$ cat src/rtl/typed_handle_object_table_unit_defines.svh
// ----------------------------------------------------------------------------
// Typed handle object table: assertion macros
// Shared assertion forms, clocked on clock and disabled while reset is high.
// ----------------------------------------------------------------------------
`ifndef TYPED_HANDLE_OBJECT_TABLE_UNIT_DEFINES_SVH
`define TYPED_HANDLE_OBJECT_TABLE_UNIT_DEFINES_SVH

// The consequent must hold in the same cycle as the antecedent.
`define THOT_ASSERT_SAME(label, ante, cons) \
   label: assert property (@(posedge clock) disable iff (reset) (ante) |-> (cons)) \
      else $error("assertion failed");

// The consequent must hold in the cycle after the antecedent.
`define THOT_ASSERT_NEXT(label, ante, cons) \
   label: assert property (@(posedge clock) disable iff (reset) (ante) |=> (cons)) \
      else $error("assertion failed");

`endif

$ cat src/rtl/thot_pkg.sv
// ----------------------------------------------------------------------------
// Typed handle object table package
// Operation codes, the table entry record and the per-cell command bundle.
// ----------------------------------------------------------------------------
package thot_pkg;

   typedef enum logic [1:0] {
      KIND_INSERT = 2'd0,
      KIND_LOOKUP = 2'd1,
      KIND_REMOVE = 2'd2,
      KIND_NONE   = 2'd3
   } thot_kind_type;

   localparam int TYPE_W  = 4;
   localparam int HANDLE_W = 64;
   localparam int REF_W   = 64;
   localparam int COUNT_W = 7;

   typedef struct packed {
      logic [TYPE_W-1:0]   obj_type;
      logic [HANDLE_W-1:0] handle;
      logic [REF_W-1:0]    obj_ref;
   } thot_entry_type;

   typedef struct packed {
      logic capture;
      logic shift_up;
      logic shift_down;
      logic write_ref;
   } thot_cmd_type;

endpackage

$ cat src/rtl/thot_cell.sv
// ----------------------------------------------------------------------------
// Typed handle object table cell
// Holds one table entry, compares it against the request key and shifts
// entries to and from its neighbors when the table grows or compacts.
// ----------------------------------------------------------------------------
module thot_cell (
   input  logic                    clock,
   input  logic                    reset,
   input  thot_pkg::thot_cmd_type   cmd,
   input  logic                    live,
   input  logic                    tail,
   input  thot_pkg::thot_entry_type key_in,
   input  thot_pkg::thot_entry_type new_entry,
   input  thot_pkg::thot_entry_type prev_entry,
   input  thot_pkg::thot_entry_type next_entry,
   output thot_pkg::thot_entry_type entry,
   output logic                    hit
);
   import thot_pkg::*;

   thot_entry_type entry_ff;
   thot_entry_type entry_in;
   logic           hit_ff;
   logic           hit_in;

   always_comb begin
      hit_in = hit_ff;
      if (cmd.capture) begin
         hit_in = live && (entry_ff.obj_type == key_in.obj_type)
                  && (entry_ff.handle == key_in.handle);
      end
   end

   always_comb begin
      entry_in = entry_ff;
      priority if (cmd.shift_up) begin
         entry_in = prev_entry;
      end else if (cmd.shift_down && tail) begin
         entry_in = next_entry;
      end else if (cmd.write_ref && hit_ff) begin
         entry_in.obj_ref = new_entry.obj_ref;
      end
   end

   always_ff @(posedge clock) begin
      if (reset) begin
         hit_ff <= 1'b0;
      end else begin
         hit_ff <= hit_in;
      end
   end

   always_ff @(posedge clock) begin
      entry_ff <= entry_in;
   end

   assign entry = entry_ff;
   assign hit   = hit_ff;
endmodule

$ cat config.mk
export PLATFORM = sky130hd
export DESIGN_NAME = thot_cell
export DESIGN_NICKNAME = d
export VERILOG_FILES = /design/src/rtl/typed_handle_object_table_unit_defines.svh /design/src/rtl/thot_pkg.sv /design/src/rtl/thot_cell.sv
export SDC_FILE = /design/constraint.sdc
export NUM_CORES = 1
export LEC_CHECK = 0
export BUFFER_PORTS_ARGS = -buffer_cell sky130_fd_sc_hd__buf_2
export CAP_MARGIN = 20
export CORE_AREA = 2 2 258 260
export CTS_CLUSTER_SIZE = 30
export DETAILED_ROUTE_END_ITERATION = 8
export DIE_AREA = 0 0 260 262
export SLEW_MARGIN = 15
export SYNTH_ARGS = -nofsm -noshare
export SYNTH_HDL_FRONTEND = slang
export SYNTH_SLANG_ARGS = --single-unit
$ cat constraint.sdc
create_clock -name clock -period 4 [get_ports clock]
set_input_delay 0.2 -clock clock [delete_from_list [all_inputs] [get_ports clock]]
set_output_delay 0.2 -clock clock [all_outputs]
set_load 0.1 [all_outputs]
; ---- Word level (Yosys, flattened, before mapping)
; Index checks and enable logic that the tools add are counted.
[totals]
romBits = 0
latchBits = 0
register_bits = 133
wordCells = 16
ram_bits = 0
inputBits = 536
n_memories = 0
[classes]
multipliers = 0
addsub = 0
magnitude_cmp = 0
mux = 4
eq_ne = 2
div = 0
reduce_logical = 6
shift = 0
bitwise = 0
[ops]
columns = op, n
row1 = 132-bit two-way mux, 1
row2 = 64-bit two-way mux, 2
row3 = 68-bit two-way mux, 1
row4 = 64-bit == test, 1
row5 = 4-bit == test, 1
row6 = 1-bit logical AND, 4
row7 = 3-bit nonzero test, 1
row8 = 2-bit nonzero test, 1

; ---- Logic depth before layout (Yosys ltp)
[logic_depth]
ltp_word = 4
depth_mapped = 6
mapped_depth_nobuf = 5

; ---- Least setup slack after synthesis
; OpenSTA, ideal clock, no wires.
[synth_path]
path_type = input-to-reg
from = input port cmd[2] (netlist bit)
to = register entry_ff (netlist bit entry[0]) (enable)
setup_ns = 0.420
path_stages = 4
t_required_ns = 3.580
arrival_ns = 3.639
slack_ns = -0.059
path_buffers = 2
cell_sequence = buf_2 buf_2 nand2b_1 a21o_1
[synth_between]
elab_chain_cells = 1
[synth_lines]
columns = item, line_no
row1 = "start, declared", thot_cell.sv:9  ; input thot_pkg::thot_cmd_type cmd,
row2 = 3-bit nonzero test (no line), n/a
row3 = "end signal, assigned", thot_cell.sv:54  ; entry_ff <= entry_in;
row4 = "end, declared", thot_cell.sv:21  ; thot_entry_type entry_ff;
; Every way passes these cells.
; A chain may end at the register's enable or synchronous reset.

; ---- Worst setup path after layout
[layout_path]
from = register entry_ff (netlist bit entry[126])
to = register hit_ff (netlist: hit)
[layout_between]
elab_chain_cells = 2
[layout_lines]
columns = item, line_no
row1 = 64-bit == test, thot_cell.sv:30  ; && (entry_ff.handle == key_in.handle);
row2 = 1-bit logical AND, thot_cell.sv:30
row3 = "end signal, assigned", thot_cell.sv:49  ; hit_ff <= hit_in;
row4 = "end, declared", thot_cell.sv:23  ; logic hit_ff;
; Every way passes these cells.

==> impl_metrics.ini <==
[route]
via_per_inst = 3.313
drt-pass1-iter-count = 4
drtIter0Drc = 257
wl_per_cell_um = 15.51
via_count = 6928
drc = 0
drtAntennaViolNets = 0
wirelength_um = 32420

[worst_setup_path]
critical-path-top-delay-family = simple AND/OR/NAND/NOR gates
crit_fanout = 2
crit_slowest_cell = xnor2_1
crit_chain = xnor2_1 > nand4_1 > nor4_1 > nand4_1 > o21ai_1
crit_path_frequent_cell = nand4_1
required_ns = 4.38
slowest_delay_ns = 0.52
path_class = reg -> reg
path_buf_inv = 0
start_kind = flop
crit_arrival_ns = 2.42
worst_setup_path_end_kind = flop

[die]
die_y_um = 262
placementRows = 94
boundaryPins = 669
dieArea_um2 = 68120
start_util_pct = 10.63
die_w_um = 260
core_area_um2 = 65280

[synthesis]
ys_ff_latch = 133
async_reset_ff_share_pct = 0
syn_inst = 533
synthDistinctLibCells = 32
synthXorXnorAreaFrac_pct = 7.319
synth_compound_area_share_pct = 5.877
yosys_warnings = 0
ys_seq_area_share_pct = 57.40
syn_area_per_cell_um2 = 13.02
yosys.area_share.adder_pct = 0
netlist_area_um2 = 6940
synth_edf_count = 132
synthFlopType = edfxtp_1
synth.area.mux_share_pct = 20.26
synth_top_family_by_area = multiplexers
synth.net_count = 1069
synth_simple_gate_area_share_pct = 6.292

[timing]
tightest_slew_ns = 0.6599
timing.fmax_mhz = 489.5
finalHoldViolations = 0
skew_ns = 0.009363
rsz0062_at_grt = no
setup_viol = 0
tns_ns = 0
slew_violations = 0
finalCritPeriodShare_pct = 51.07
relSlewSlack_pct = 56.01
fin_crit_ns = 2.043

[global_route]
grt_max_degree = 141
gr-total-overflow = 0
first_global_vias = 7039
track_usage_pct = 9.133
antenna_found_initial = 10
grt_pass1_wl_um = 43330

[clock_tree]
clkTransAtPathRegs_ns = 0.06
cts_tree = yes
htree_levels = 4
clockBufferDepth = 2
cts-root-buf = clkbuf_16
clock-sinks = 133
insertion_delay_ns = 0.46
numCtsBuffers = 17

[cells_and_area]
drive_above_1_share_pct = 48.86
final_util_pct = 19.46
nets = 1748
area_delta_synth_final_pct = 82.98

[run_status]
status = complete, no violations

[power]
powerDensity_nw_per_um2 = 430.9
ir_drop_uv = 297.9
p_leak_nw = 5.627

[hold_path]
min_path_type = in -> reg

[placed_design]
place.gp.congestion = 0.8209
port_buffers = 536
dp_hpwl_um = 24980

[flow_run]
drv_cap = 0
==> final timing paths <==
path	to	start	cells after the start	slack (ns)
worst max register to register	hit	entry[126]	5	1.96
worst max-delay path	hit	entry[126]	5	1.96
worst min register to register	hit	hit	2	0.50
worst min-delay path	entry[90]	prev_entry[90]	2	0.05
==> metal layers <==
layer | part of all wire (%) | GRT usage [%] | wire (um) | vias up
li1 | - | - | - | 3335
met1 | 38 | 9.275 | 12270 | 3092
met2 | 49 | 16.28 | 15980 | 450
met3 | 8.8 | 3.057 | 2852 | 49
met4 | 4.1 | 5.476 | 1316 | 2
met5 | 0.037 | 0 | 12 | -
==> stage by stage <==
step           total power [mW]  hold WS [ns]  setup slack (ns)  instances  area (um2)
5_1_grt                   5.722      0.006755             1.915       2091       12700
4_1_cts                   5.583     0.0004385             1.635       2087       12690
6_report                  5.472       0.04897             1.957       2091       12700
2_1_floorplan             3.294        0.3625            0.7210        533        6943
3_3_place_gp              3.786        0.4664             1.687       1910       10660
3_5_place_dp              3.794        0.4853             1.649       1910       10660
==> report_power, final <==
group | switching [mW] | leakage (nW) | internal, mW
clock network | 0.677 | 0.264 | 0.909
logic | 1.54 | 4.04 | 0.519
registers | 0.0949 | 1.33 | 1.73
==> cell usage after synthesis (2+ instances only) <==
master | number | area (um2)
nor2b_1 | 2 | 12.51
mux2_2 | 20 | 225.2
buf_2 | 19 | 95.09
o22ai_1 | 2 | 12.51
edfxtp_1 | 132 | 3964
o21ai_1 | 65 | 325.3
xor2_1 | 6 | 52.55
xnor2_1 | 52 | 455.4
nand2_1 | 67 | 251.5
nand4_1 | 14 | 87.58
clkinv_1 | 3 | 11.26
nor4_1 | 4 | 25.02
a221o_1 | 2 | 20.02
bufinv_8 | 2 | 35.03
a21oi_1 | 2 | 10.01
nor2_1 | 4 | 15.01
mux2_1 | 48 | 540.5
buf_4 | 2 | 15.01
inv_1 | 2 | 7.510
or2b_1 | 3 | 22.52
mux2i_1 | 64 | 640.6
clkbuf_1 | 8 | 30.03
==> kinds of logic after synthesis <==
family	Yosys count
flops	133
compound gates	75
mux	132
xor+xnor	58
simple gates	98
buf+inv	37
==> cell usage in the layout, fill, tap and decap left out, drive strengths merged, types with 5 or more instances in the layout <==
cell	synthesis	layout
o21ai	65	65
buf	21	542
clkinv	3	8
dlygate4sd3	0	146
clkbuf	8	19
mux2	68	68
xnor2	52	52
mux2i	64	64
nand2	67	67
edfxtp	132	132
nand4	14	14
inv	3	5
xor2	6	6
==> flip-flops by register name, indices dropped and copies added (netlist names) <==
register / count
entry: 132
hit: 1
==> what timing repair did <==
action | 4_1_cts | 5_1_grt
hold buffers | 146 | 0
setup endpoints to repair | 0 | 0
hold endpoints to repair | 104 | 0
resized for setup | 0 | 0
setup buffers | 0 | 0
==> cell type report <==
class | count | area [um2]
Fill cell | 7118 | 52580
Timing Repair Buffer | 689 | 4225
Sequential cell | 133 | 3984
Multi-Input combinational cell | 363 | 2781
Tap cell | 864 | 1081
Clock buffer | 18 | 429.2
Clock inverter | 13 | 133.9
Inverter | 8 | 57.56
Antenna cell | 3 | 7.507
Power figures use the tool's default switching activity.
